<file path="src/rtd_divider_linearizer_macros.svh">
// Assertion macros shared by the RTD linearizer RTL.
`ifndef RTD_DIVIDER_LINEARIZER_MACROS_SVH
`define RTD_DIVIDER_LINEARIZER_MACROS_SVH

// Same-cycle implication, checked on clk and disabled during reset.
`define RTD_ASSERT_IMP(label, ante, cons, msg) \
	label: assert property (@(posedge clk) disable iff (!arst_n) (ante) |-> (cons)) \
		else $error(msg);

// Next-cycle implication, checked on clk and disabled during reset.
`define RTD_ASSERT_NXT(label, ante, cons, msg) \
	label: assert property (@(posedge clk) disable iff (!arst_n) (ante) |=> (cons)) \
		else $error(msg);

`endif

</file>
<file path="src/rtd_pkg.sv">
// Types, constants and the Pt1000 breakpoint table of the RTD linearizer.
package rtd_pkg;

	localparam int TABLE_POINTS = 24;
	localparam int IDX_W        = $clog2(TABLE_POINTS);

	localparam int UV_W    = 23;
	localparam int OHM_W   = 16;
	localparam int HOLD_W  = 16;
	localparam int TIME_W  = 32;
	localparam int TEMP_W  = 16;
	localparam int RT_W    = 15;   // table resistance, tenths of an ohm
	localparam int DR_W    = 9;    // resistance step of one segment
	localparam int DT_W    = 10;   // temperature step of one segment
	localparam int MUL_A_W = 32;
	localparam int MUL_B_W = 16;
	localparam int PROD_W  = MUL_A_W + MUL_B_W;
	localparam int N_W     = 43;   // 10 * series * (supply - pin)
	localparam int REM_W   = 32;   // offset into segment, scaled by pin
	localparam int DEN_W   = 32;   // pin * segment step
	localparam int QUOT_W  = 11;   // fraction of segment step, at most 1000
	localparam int CNT_W   = $clog2(QUOT_W + 1);

	localparam int CFG_IDX_W = 2;
	localparam logic [CFG_IDX_W-1:0] REG_SUPPLY_UV   = 2'd0;
	localparam logic [CFG_IDX_W-1:0] REG_SERIES_OHM  = 2'd1;
	localparam logic [CFG_IDX_W-1:0] REG_HOLDOFF_MS  = 2'd2;

	localparam logic [UV_W-1:0]   SUPPLY_UV_RST  = 23'd3300000;
	localparam logic [OHM_W-1:0]  SERIES_OHM_RST = 16'd1000;
	localparam logic [HOLD_W-1:0] HOLDOFF_RST    = 16'd5000;

	localparam logic signed [TEMP_W-1:0] FAULT_TEMP_CENTI = -16'sd30000;
	localparam logic signed [TEMP_W-1:0] TEMP_MIN_CENTI   = -16'sd4000;
	localparam logic signed [TEMP_W-1:0] TEMP_MAX_CENTI   = 16'sd18000;

	typedef struct packed {
		logic              done;
		logic [QUOT_W-1:0] quot;
		logic              rem_nz;
	} div_res_t;

	function automatic logic [RT_W-1:0] ohm_tenths_at(input logic [IDX_W-1:0] idx);
		logic [RT_W-1:0] r;
		case (idx)
			5'd0:    r = 15'd8427;
			5'd1:    r = 15'd8822;
			5'd2:    r = 15'd9216;
			5'd3:    r = 15'd9609;
			5'd4:    r = 15'd10000;
			5'd5:    r = 15'd10390;
			5'd6:    r = 15'd10779;
			5'd7:    r = 15'd10974;
			5'd8:    r = 15'd11167;
			5'd9:    r = 15'd11554;
			5'd10:   r = 15'd11940;
			5'd11:   r = 15'd12324;
			5'd12:   r = 15'd12700;
			5'd13:   r = 15'd13089;
			5'd14:   r = 15'd13470;
			5'd15:   r = 15'd13850;
			5'd16:   r = 15'd14220;
			5'd17:   r = 15'd14606;
			5'd18:   r = 15'd14982;
			5'd19:   r = 15'd15358;
			5'd20:   r = 15'd15731;
			5'd21:   r = 15'd16000;
			5'd22:   r = 15'd16400;
			5'd23:   r = 15'd16800;
			default: r = 15'd16800;
		endcase
		return r;
	endfunction

	function automatic logic signed [TEMP_W-1:0] temp_centi_at(input logic [IDX_W-1:0] idx);
		logic signed [TEMP_W-1:0] t;
		case (idx)
			5'd0:    t = -16'sd4000;
			5'd1:    t = -16'sd3000;
			5'd2:    t = -16'sd2000;
			5'd3:    t = -16'sd1000;
			5'd4:    t = 16'sd0;
			5'd5:    t = 16'sd1000;
			5'd6:    t = 16'sd2000;
			5'd7:    t = 16'sd2500;
			5'd8:    t = 16'sd3000;
			5'd9:    t = 16'sd4000;
			5'd10:   t = 16'sd5000;
			5'd11:   t = 16'sd6000;
			5'd12:   t = 16'sd7000;
			5'd13:   t = 16'sd8000;
			5'd14:   t = 16'sd9000;
			5'd15:   t = 16'sd10000;
			5'd16:   t = 16'sd11000;
			5'd17:   t = 16'sd12000;
			5'd18:   t = 16'sd13000;
			5'd19:   t = 16'sd14000;
			5'd20:   t = 16'sd15000;
			5'd21:   t = 16'sd16000;
			5'd22:   t = 16'sd17000;
			5'd23:   t = 16'sd18000;
			default: t = 16'sd18000;
		endcase
		return t;
	endfunction

endpackage

</file>
<file path="src/rtd_mul.sv">
// Shared registered multiplier used for every product of the linearizer.
module rtd_mul (
	input  logic                         clk,
	input  logic                         en,
	input  logic [rtd_pkg::MUL_A_W-1:0]  a,
	input  logic [rtd_pkg::MUL_B_W-1:0]  b,
	output logic [rtd_pkg::PROD_W-1:0]   prod
);

	logic [rtd_pkg::PROD_W-1:0] prod_q;

	always_ff @(posedge clk) begin
		if (en) begin
			prod_q <= a * b;
		end
	end

	assign prod = prod_q;

endmodule

</file>
<file path="src/rtd_div.sv">
// Restoring divider, one quotient bit per cycle, for the segment fraction.
module rtd_div (
	input  logic                        clk,
	input  logic                        arst_n,
	input  logic                        start,
	input  logic [rtd_pkg::N_W-1:0]     dividend,
	input  logic [rtd_pkg::DEN_W-1:0]   divisor,
	output rtd_pkg::div_res_t           res
);

	logic [rtd_pkg::N_W-1:0]    rem_q;
	logic [rtd_pkg::N_W-1:0]    dsr_q;
	logic [rtd_pkg::QUOT_W-1:0] quot_q;
	logic [rtd_pkg::CNT_W-1:0]  cnt_q;
	logic                       done_q;
	logic                       ge;

	assign ge = (rem_q >= dsr_q);

	always_ff @(posedge clk or negedge arst_n) begin
		if (!arst_n) begin
			cnt_q  <= '0;
			done_q <= 1'b0;
		end else if (start) begin
			rem_q  <= dividend;
			dsr_q  <= rtd_pkg::N_W'(divisor) << (rtd_pkg::QUOT_W - 1);
			quot_q <= '0;
			cnt_q  <= rtd_pkg::CNT_W'(rtd_pkg::QUOT_W);
			done_q <= 1'b0;
		end else if (cnt_q != '0) begin
			// subtract the shifted divisor where it fits, shift in the bit
			if (ge) begin
				rem_q <= rem_q - dsr_q;
			end
			quot_q <= {quot_q[rtd_pkg::QUOT_W-2:0], ge};
			dsr_q  <= dsr_q >> 1;
			cnt_q  <= cnt_q - 1'b1;
			done_q <= (cnt_q == rtd_pkg::CNT_W'(1));
		end else begin
			done_q <= 1'b0;
		end
	end

	assign res.done   = done_q;
	assign res.quot   = quot_q;
	assign res.rem_nz = |rem_q;

endmodule

</file>
<file path="src/rtd_divider_linearizer.sv">
// Top level of the Pt1000 divider linearizer: sequencer, registers and output stage.
// Usage:
// - Input channel (in_valid/in_stall, pin_uv, time_ms): one sample per item. in_stall
//   is high while an item is being worked on; one item is in flight at a time.
// - Output channel (out_valid/out_stall, temp_centi, fault): zero or one result per
//   item, held in an output register until the receiver drops out_stall.
// - Configuration (cfg_we, cfg_index, cfg_data): write supply, series resistor and
//   holdoff only while the block is idle; unknown indexes are ignored.
// Datapath: one registered 32x16 multiplier is shared by every product and a
// restoring divider yields one quotient bit per cycle. The segment search walks the
// breakpoints, with a multiply and then a compare for each, and stops at the first
// one above the resistance or at the last segment. An in-range item passes through
// setup, the breakpoint search, the segment steps, the divider and the output step.
// Out of range (including zero pin voltage) starts the fault timer; no result is
// given until the holdoff has elapsed, then -300.00 degC with fault set.
// Reset restores the register defaults, clears the fault timer and empties the
// output register. When the receiver stalls, a finished result waits in the output
// stage and the next item's result waits in the sequencer until it drains.
`include "rtd_divider_linearizer_macros.svh"

module rtd_divider_linearizer (
	input  logic                                  clk,
	input  logic                                  arst_n,
	input  logic                                  in_valid,
	output logic                                  in_stall,
	input  logic [rtd_pkg::UV_W-1:0]              pin_uv,
	input  logic [rtd_pkg::TIME_W-1:0]            time_ms,
	output logic                                  out_valid,
	input  logic                                  out_stall,
	output logic signed [rtd_pkg::TEMP_W-1:0]     temp_centi,
	output logic                                  fault,
	input  logic                                  cfg_we,
	input  logic [rtd_pkg::CFG_IDX_W-1:0]         cfg_index,
	input  logic [rtd_pkg::UV_W-1:0]              cfg_data
);

	typedef enum logic [3:0] {
		ST_IDLE,
		ST_MUL_N,
		ST_MUL_LO,
		ST_MUL_HI,
		ST_CHK_HI,
		ST_SRCH_MUL,
		ST_SRCH_CMP,
		ST_SEG,
		ST_REM,
		ST_DEN,
		ST_DIVGO,
		ST_DIV,
		ST_OOR,
		ST_OUT
	} state_t;

	localparam logic [rtd_pkg::IDX_W-1:0] IDX_FIRST = rtd_pkg::IDX_W'(0);
	localparam logic [rtd_pkg::IDX_W-1:0] IDX_LAST  = rtd_pkg::IDX_W'(rtd_pkg::TABLE_POINTS - 1);
	localparam logic [rtd_pkg::IDX_W-1:0] SEG_LAST  = rtd_pkg::IDX_W'(rtd_pkg::TABLE_POINTS - 2);

	state_t state_q;

	// configuration registers
	logic [rtd_pkg::UV_W-1:0]   supply_q;
	logic [rtd_pkg::OHM_W-1:0]  series_q;
	logic [rtd_pkg::HOLD_W-1:0] holdoff_q;

	// fault timer
	logic                        fault_pending_q;
	logic [rtd_pkg::TIME_W-1:0]  fault_start_q;

	// working registers of the current item
	logic [rtd_pkg::UV_W-1:0]   p_q;
	logic [rtd_pkg::TIME_W-1:0] now_q;
	logic [rtd_pkg::N_W-1:0]    n_q;
	logic                       lo_fail_q;
	logic [rtd_pkg::IDX_W-1:0]  i_q;
	logic [rtd_pkg::IDX_W-1:0]  k_q;
	logic [rtd_pkg::REM_W-1:0]  rem_q;
	logic [rtd_pkg::DEN_W-1:0]  den_q;
	logic [rtd_pkg::TEMP_W-1:0] res_temp_q;
	logic                       res_fault_q;

	// output stage
	logic                       out_valid_q;
	logic [rtd_pkg::TEMP_W-1:0] out_temp_q;
	logic                       out_fault_q;

	// shared multiplier
	logic                        mul_en;
	logic [rtd_pkg::MUL_A_W-1:0] mul_a;
	logic [rtd_pkg::MUL_B_W-1:0] mul_b;
	logic [rtd_pkg::PROD_W-1:0]  prod;

	// divider
	logic                        div_start;
	rtd_pkg::div_res_t           div_res;

	// segment data and derived values
	logic [rtd_pkg::IDX_W-1:0]         k_next;
	logic [rtd_pkg::RT_W-1:0]          dr_full;
	logic [rtd_pkg::DR_W-1:0]          dr;
	logic [rtd_pkg::TEMP_W-1:0]        dt_full;
	logic [rtd_pkg::DT_W-1:0]          dt;
	logic [rtd_pkg::UV_W-1:0]          v_diff;
	logic [rtd_pkg::N_W-1:0]           n_calc;
	logic [rtd_pkg::PROD_W-1:0]        n_wide;
	logic [rtd_pkg::N_W-1:0]           rem_diff;
	logic [rtd_pkg::TEMP_W-1:0]        t_base;
	logic                              t_corr;
	logic [rtd_pkg::TEMP_W:0]          t_sum;
	logic [rtd_pkg::TIME_W-1:0]        elapsed;

	assign k_next  = k_q + 1'b1;
	assign dr_full = rtd_pkg::ohm_tenths_at(k_next) - rtd_pkg::ohm_tenths_at(k_q);
	assign dr      = dr_full[rtd_pkg::DR_W-1:0];
	assign dt_full = rtd_pkg::temp_centi_at(k_next) - rtd_pkg::temp_centi_at(k_q);
	assign dt      = dt_full[rtd_pkg::DT_W-1:0];
	assign v_diff  = supply_q - p_q;

	// N = 10 * series * (supply - pin) as (m << 3) + (m << 1)
	assign n_calc = {1'b0, prod[38:0], 3'b000} + {3'b000, prod[38:0], 1'b0};
	assign n_wide = {{(rtd_pkg::PROD_W - rtd_pkg::N_W){1'b0}}, n_q};

	assign rem_diff = n_q - prod[rtd_pkg::N_W-1:0];

	// truncate toward zero: a negative base with a remainder rounds the fraction up
	assign t_base = rtd_pkg::temp_centi_at(k_q);
	assign t_corr = t_base[rtd_pkg::TEMP_W-1] & div_res.rem_nz;
	assign t_sum  = {t_base[rtd_pkg::TEMP_W-1], t_base}
		+ {{(rtd_pkg::TEMP_W + 1 - rtd_pkg::QUOT_W){1'b0}}, div_res.quot}
		+ {{rtd_pkg::TEMP_W{1'b0}}, t_corr};

	// elapsed time since the fault started, modulo 2^32; zero on the first miss
	assign elapsed = now_q - (fault_pending_q ? fault_start_q : now_q);

	always_comb begin
		mul_en    = 1'b0;
		mul_a     = '0;
		mul_b     = '0;
		div_start = 1'b0;
		case (state_q)
			ST_MUL_N: begin
				mul_en = 1'b1;
				mul_a  = {{(rtd_pkg::MUL_A_W - rtd_pkg::UV_W){1'b0}}, v_diff};
				mul_b  = series_q;
			end
			ST_MUL_LO: begin
				mul_en = 1'b1;
				mul_a  = {{(rtd_pkg::MUL_A_W - rtd_pkg::UV_W){1'b0}}, p_q};
				mul_b  = {1'b0, rtd_pkg::ohm_tenths_at(IDX_FIRST)};
			end
			ST_MUL_HI: begin
				mul_en = 1'b1;
				mul_a  = {{(rtd_pkg::MUL_A_W - rtd_pkg::UV_W){1'b0}}, p_q};
				mul_b  = {1'b0, rtd_pkg::ohm_tenths_at(IDX_LAST)};
			end
			ST_SRCH_MUL: begin
				mul_en = 1'b1;
				mul_a  = {{(rtd_pkg::MUL_A_W - rtd_pkg::UV_W){1'b0}}, p_q};
				mul_b  = {1'b0, rtd_pkg::ohm_tenths_at(i_q)};
			end
			ST_SEG: begin
				mul_en = 1'b1;
				mul_a  = {{(rtd_pkg::MUL_A_W - rtd_pkg::UV_W){1'b0}}, p_q};
				mul_b  = {1'b0, rtd_pkg::ohm_tenths_at(k_q)};
			end
			ST_REM: begin
				mul_en = 1'b1;
				mul_a  = {{(rtd_pkg::MUL_A_W - rtd_pkg::UV_W){1'b0}}, p_q};
				mul_b  = {{(rtd_pkg::MUL_B_W - rtd_pkg::DR_W){1'b0}}, dr};
			end
			ST_DEN: begin
				mul_en = 1'b1;
				mul_a  = rem_q;
				mul_b  = {{(rtd_pkg::MUL_B_W - rtd_pkg::DT_W){1'b0}}, dt};
			end
			ST_DIVGO: begin
				div_start = 1'b1;
			end
			default: begin
			end
		endcase
	end

	rtd_mul u_mul (
		.clk  (clk),
		.en   (mul_en),
		.a    (mul_a),
		.b    (mul_b),
		.prod (prod)
	);

	rtd_div u_div (
		.clk      (clk),
		.arst_n   (arst_n),
		.start    (div_start),
		.dividend (prod[rtd_pkg::N_W-1:0]),
		.divisor  (den_q),
		.res      (div_res)
	);

	always_ff @(posedge clk or negedge arst_n) begin
		if (!arst_n) begin
			state_q         <= ST_IDLE;
			supply_q        <= rtd_pkg::SUPPLY_UV_RST;
			series_q        <= rtd_pkg::SERIES_OHM_RST;
			holdoff_q       <= rtd_pkg::HOLDOFF_RST;
			fault_pending_q <= 1'b0;
			fault_start_q   <= '0;
			out_valid_q     <= 1'b0;
		end else begin
			if (cfg_we) begin
				case (cfg_index)
					rtd_pkg::REG_SUPPLY_UV:  supply_q  <= cfg_data;
					rtd_pkg::REG_SERIES_OHM: series_q  <= cfg_data[rtd_pkg::OHM_W-1:0];
					rtd_pkg::REG_HOLDOFF_MS: holdoff_q <= cfg_data[rtd_pkg::HOLD_W-1:0];
					default: begin
					end
				endcase
			end

			// load a finished result once the output register is free,
			// drop the output item once the receiver takes it
			if (state_q == ST_OUT && (!out_valid_q || !out_stall)) begin
				out_valid_q <= 1'b1;
			end else if (out_valid_q && !out_stall) begin
				out_valid_q <= 1'b0;
			end

			case (state_q)
				ST_IDLE: begin
					if (in_valid) begin
						p_q     <= pin_uv;
						now_q   <= time_ms;
						state_q <= ST_MUL_N;
					end
				end
				ST_MUL_N: begin
					// zero pin voltage or pin above supply: no valid resistance
					if (p_q == '0 || p_q > supply_q) begin
						state_q <= ST_OOR;
					end else begin
						state_q <= ST_MUL_LO;
					end
				end
				ST_MUL_LO: begin
					n_q     <= n_calc;
					state_q <= ST_MUL_HI;
				end
				ST_MUL_HI: begin
					lo_fail_q <= (n_wide < prod);
					state_q   <= ST_CHK_HI;
				end
				ST_CHK_HI: begin
					if (lo_fail_q || n_wide > prod) begin
						state_q <= ST_OOR;
					end else begin
						k_q     <= IDX_FIRST;
						i_q     <= rtd_pkg::IDX_W'(1);
						state_q <= (rtd_pkg::TABLE_POINTS > 2) ? ST_SRCH_MUL : ST_SEG;
					end
				end
				ST_SRCH_MUL: begin
					state_q <= ST_SRCH_CMP;
				end
				ST_SRCH_CMP: begin
					// breakpoints rise, so stop at the first one above the resistance
					if (prod > n_wide) begin
						state_q <= ST_SEG;
					end else begin
						k_q <= i_q;
						if (i_q == SEG_LAST) begin
							state_q <= ST_SEG;
						end else begin
							i_q     <= i_q + 1'b1;
							state_q <= ST_SRCH_MUL;
						end
					end
				end
				ST_SEG: begin
					state_q <= ST_REM;
				end
				ST_REM: begin
					rem_q   <= rem_diff[rtd_pkg::REM_W-1:0];
					state_q <= ST_DEN;
				end
				ST_DEN: begin
					den_q   <= prod[rtd_pkg::DEN_W-1:0];
					state_q <= ST_DIVGO;
				end
				ST_DIVGO: begin
					state_q <= ST_DIV;
				end
				ST_DIV: begin
					if (div_res.done) begin
						res_temp_q      <= t_sum[rtd_pkg::TEMP_W-1:0];
						res_fault_q     <= 1'b0;
						fault_pending_q <= 1'b0;
						state_q         <= ST_OUT;
					end
				end
				ST_OOR: begin
					if (!fault_pending_q) begin
						fault_pending_q <= 1'b1;
						fault_start_q   <= now_q;
					end
					if (elapsed < {{(rtd_pkg::TIME_W - rtd_pkg::HOLD_W){1'b0}}, holdoff_q}) begin
						state_q <= ST_IDLE;
					end else begin
						res_temp_q  <= rtd_pkg::FAULT_TEMP_CENTI;
						res_fault_q <= 1'b1;
						state_q     <= ST_OUT;
					end
				end
				ST_OUT: begin
					// hold the result until the output register is free
					if (!out_valid_q || !out_stall) begin
						out_temp_q  <= res_temp_q;
						out_fault_q <= res_fault_q;
						state_q     <= ST_IDLE;
					end
				end
				default: begin
					state_q <= ST_IDLE;
				end
			endcase
		end
	end

	assign in_stall   = (state_q != ST_IDLE);
	assign out_valid  = out_valid_q;
	assign temp_centi = out_temp_q;
	assign fault      = out_fault_q;

	`RTD_ASSERT_IMP(a_fault_temp, out_valid && fault, temp_centi == rtd_pkg::FAULT_TEMP_CENTI, "fault result without fault temperature")
	`RTD_ASSERT_IMP(a_temp_range, out_valid && !fault, temp_centi >= rtd_pkg::TEMP_MIN_CENTI && temp_centi <= rtd_pkg::TEMP_MAX_CENTI, "interpolated temperature outside table")
	`RTD_ASSERT_NXT(a_div_to_out, state_q == ST_DIV && div_res.done, state_q == ST_OUT && !fault_pending_q, "divider result not taken to output")

endmodule
</file>
<file path="config.mk">
export PLATFORM = sky130hd
export DESIGN_NAME = rtd_divider_linearizer
export DESIGN_NICKNAME = d
export VERILOG_FILES = /design/src/rtd_pkg.sv /design/src/rtd_mul.sv /design/src/rtd_div.sv /design/src/rtd_divider_linearizer.sv
export VERILOG_INCLUDE_DIRS = /design/src /design/src/src
export SDC_FILE = /design/constraint.sdc
export NUM_CORES = 2
export LEC_CHECK = 0
export ABC_AREA = 1
export BUFFER_PORTS_ARGS = -buffer_cell sky130_fd_sc_hd__clkbuf_2
export CAP_MARGIN = 30
export CORE_MARGIN = 1
export CORE_UTILIZATION = 30
export CTS_BUF_LIST = sky130_fd_sc_hd__clkbuf_4
export DETAILED_ROUTE_END_ITERATION = 10
export PLACE_DENSITY = 0.44
export SLEW_MARGIN = 20
export SYNTH_ARGS = -nofsm -noshare
export SYNTH_HDL_FRONTEND = slang
export SYNTH_SLANG_ARGS = --single-unit
</file>
<file path="constraint.sdc">
create_clock -name clk -period 16.12 [get_ports clk]
set_clock_uncertainty 0.2 [all_clocks]
set_input_delay 0.806 -clock clk [delete_from_list [all_inputs] [get_ports clk]]
set_output_delay 0.806 -clock clk [all_outputs]
set_load 0.02 [all_outputs]
</file>
==> results.yml <==
critical_path:
  slowest_delay_ps: 720
  cp_slowest_cell: "inv_1"
  cpLargestDelayFamily: "adder cells"
  cp.required_ps: 16770
  endpoint_kind: "flop"
  critPathLaunchType: "flop"
  worstPathArrival_ps: 11690
  crit_type: "reg2reg"
  crit_buf_inv: 8
  crit_fanout: 11
drt:
  antenna_left: 0
  vias_per_cell: 4.75
  dr_total_vias: 39993
  wl_per_cell_um: 18.9
  remaining_drc_errors: 0
  dr.pass1.iters: 6
  routed_wl_mm: 159
  drt-initial-drc-count: 2655
grt:
  grt_overflow: 0
  grt_usage_pct: 19.8
  grt_pass1_wl_mm: 245
  antenna_found_initial: 5
  first_global_vias: 40761
  grt_max_degree: 73
clock_network:
  cts_max_level: 4
  clockBufferDepth: 3
  tritoncts: "built"
  cts_sinks: 493
  clkTransAtPathRegs_ps: 70
  cts_buffers: 153
  post_cts_resized: 0
  cts_root_buf: "clkbuf_4"
  clkLatencyLatePin_ps: 1150
yosys:
  synth.top_cells.by_area: "edfxtp_1 22%, fa_1 18%, ha_1 10%"
  postSynth.asyncResetShare_pct: 19.9
  synth-compound-area-share_pct: 11.2
  synth_top_family_by_area: "adder cells"
  synth_top_area_share_pct: 22.0
  ys_types: 65
  synth-adder-area-share_pct: 28.1
  synth-edff-count: 351
  ys_seq_area_share_pct: 29.0
  ys.flop_type: "edfxtp_1"
  ys_ff_latch: 493
  yosysWarnings: 0
  synthSimpleGateAreaFrac_pct: 17.9
  synth_xor_area_share_pct: 2.74
  synth_area_mm2: 0.0480
  yosysTopAreaCell: "edfxtp_1"
  syn_inst: 5873
  synth_mux_area_share_pct: 0.790
  syn_avg_cell_area_um2: 8.17
sta:
  maxSlewHeadroom_pct: 30.4
  final.min_clock_period_ps: 11030
  setup_tns_ps: 0
  finalMaxSlewViolations: 0
  worst_pin_slew_ps: 1040
  finalCritPeriodShare_pct: 68.4
  finalHoldViolations: 0
  max_freq_mhz: 90.6
  setup_viol_count_final: 0
  rsz0062_at_grt: "false"
placement:
  place_congestion: 0.887
  place.port_buffers: 103
  dpl.hpwl_mm: 127
floorplan:
  ios: 104
  fp.coreArea_mm2: 0.159
  row_count: 146
  dieArea_mm2: 0.161
  initial_core_util_pct: 30.3
  chipWidth_um: 402
  die_h_um: 402
finish:
  layout-drive-gt1-share_pct: 8.33
  area_delta_synth_final_pct: 13.1
  fin_nets: 7132
job:
  maxCapViolations: 0
worst_hold_path:
  hold_class: "in2reg"
status:
  outcome: "complete, no violations"
==> layer usage <==
metal	part of all wire, %	GRT usage [%]	vias up
met2	49	33.7	959
met1	45	25.9	19339
li1	-	-	19481
met5	0.0057	0	-
met3	4.2	2.74	212
met4	2.7	5.88	2
==> registers in the layout, summed over array words and instances, names as in the netlist, 4 cells and up, named ones only <==
register	cells
res_temp_q	16
k_q	5
i_q	5
u_mul.prod	48
rem_q	32
p_q	23
state_q	4
holdoff_q	16
fault_start_q	32
now_q	32
n_q	42
u_div.dsr_q	43
series_q	16
supply_q	23
den_q	32
u_div.cnt_q	4
u_div.rem_q	43
t_base	14
u_div.quot_q	11
temp_centi	16
==> timing repair <==
action,4_1_cts,5_1_grt
endpoints found under the hold margin,174,0
hold buffers,84,0
buffers inserted,0,0
==> worst reg2reg max path, delay by kind of cell (launching register included) <==
family | cells | cell delay (ps)
AOI/OAI and AO/OA | 7 | 1240
xor gates and xnor gates | 2 | 660
adders and majority gates | 10 | 4490
buffers and inverters | 8 | 1470
DFF | 1 | 560
and+or+nand+nor | 16 | 2160
==> cells by family after synthesis <==
family / after synthesis
simple gates: 2119
buf+inv: 1297
compound gates: 952
fa+ha+maj: 823
flops: 493
xor+xnor: 150
mux: 37
other cells: 2
==> layout make-up <==
cell class                      count  area, um^2
Inverter                         1184        4440
Fill cell                       16833      104000
Tap cell                         2072        2590
Sequential cell                   493       13900
Clock inverter                     47         282
Antenna cell                        7        17.5
Clock buffer                      225        1690
Timing Repair Buffer              239        1850
Multi-Input combinational cell   4153       29500
==> Yosys cell counts, types with 8 or more instances <==
master	instances
ha_1	398
a22oi_1	20
dfstp_2	20
a21o_1	21
mux2i_1	30
o211ai_1	17
nand2_1	1233
dfxtp_1	44
a31oi_1	38
o221ai_1	10
nor3_1	47
xor2_1	92
dfrtp_1	78
or2_2	30
nand3b_1	9
a21boi_0	9
inv_2	14
fa_1	425
o22ai_1	25
o21ai_1	21
xnor2_1	58
a211oi_1	10
inv_1	1164
a21oi_1	338
nor4_1	22
nand2_2	11
buf_2	9
edfxtp_1	351
o21a_1	20
clkbuf_1	92
nand3_1	183
nor2_1	530
o21bai_1	19
nand4_1	33
o21ai_0	364
o31ai_1	8
==> cells in the final DEF, fill, tap and decap left out, types with 19 or more instances in the layout <==
cell,instances
a21o_1,21
a21oi_1,336
a22oi_1,20
a31oi_1,38
buf_4,45
clkbuf_2,102
clkbuf_4,225
clkinv_1,31
conb_1,72
dfrtp_1,77
dfstp_2,20
dfxtp_1,44
dlygate4sd3_1,84
edfxtp_1,351
fa_1,425
ha_1,398
inv_1,1162
mux2i_1,30
nand2_1,1232
nand3_1,182
nand4_1,33
nor2_1,521
nor3_1,45
nor4_1,22
o21a_1,20
o21ai_0,363
o21ai_1,20
o21bai_1,19
o22ai_1,25
or2_2,30
xnor2_1,58
xor2_1,92
==> final timing paths <==
path | startpoint | to | slack, ps | cells after the start
setup / recovery | k_q[0] | u_mul.prod[33] | 5090 | 43
hold / removal | cfg_index[1] | series_q[15] | 90 | 4
setup reg to reg | k_q[0] | u_mul.prod[33] | 5090 | 43
hold reg to reg | res_fault_q | fault | 210 | 0
max in group asynchronous | arst_n | supply_q[18] | 14040 | 4
min in group asynchronous | arst_n | state_q[3] | 400 | 3
==> through the flow <==
step / hold slack [ps] / instance area (um^2) / util [%] / worst slack, ps / instances
finish: 92.7 / 54300 / 34.2 / 5090 / 8420
global route: -2.51 / 54300 / 34.2 / 4230 / 8420
CTS: 15.4 / 54200 / 34.2 / 5160 / 8410
detailed placement: 205 / 51400 / 32.4 / 5270 / 8054
global placement: 204 / 51300 / 32.3 / 4960 / 8050
floorplan: 200 / 48200 / - / 7080 / 5943
Power is left out: the tool's default activity adds up to more than one toggle a clock period on the data nets, which glitch-free logic cannot reach.
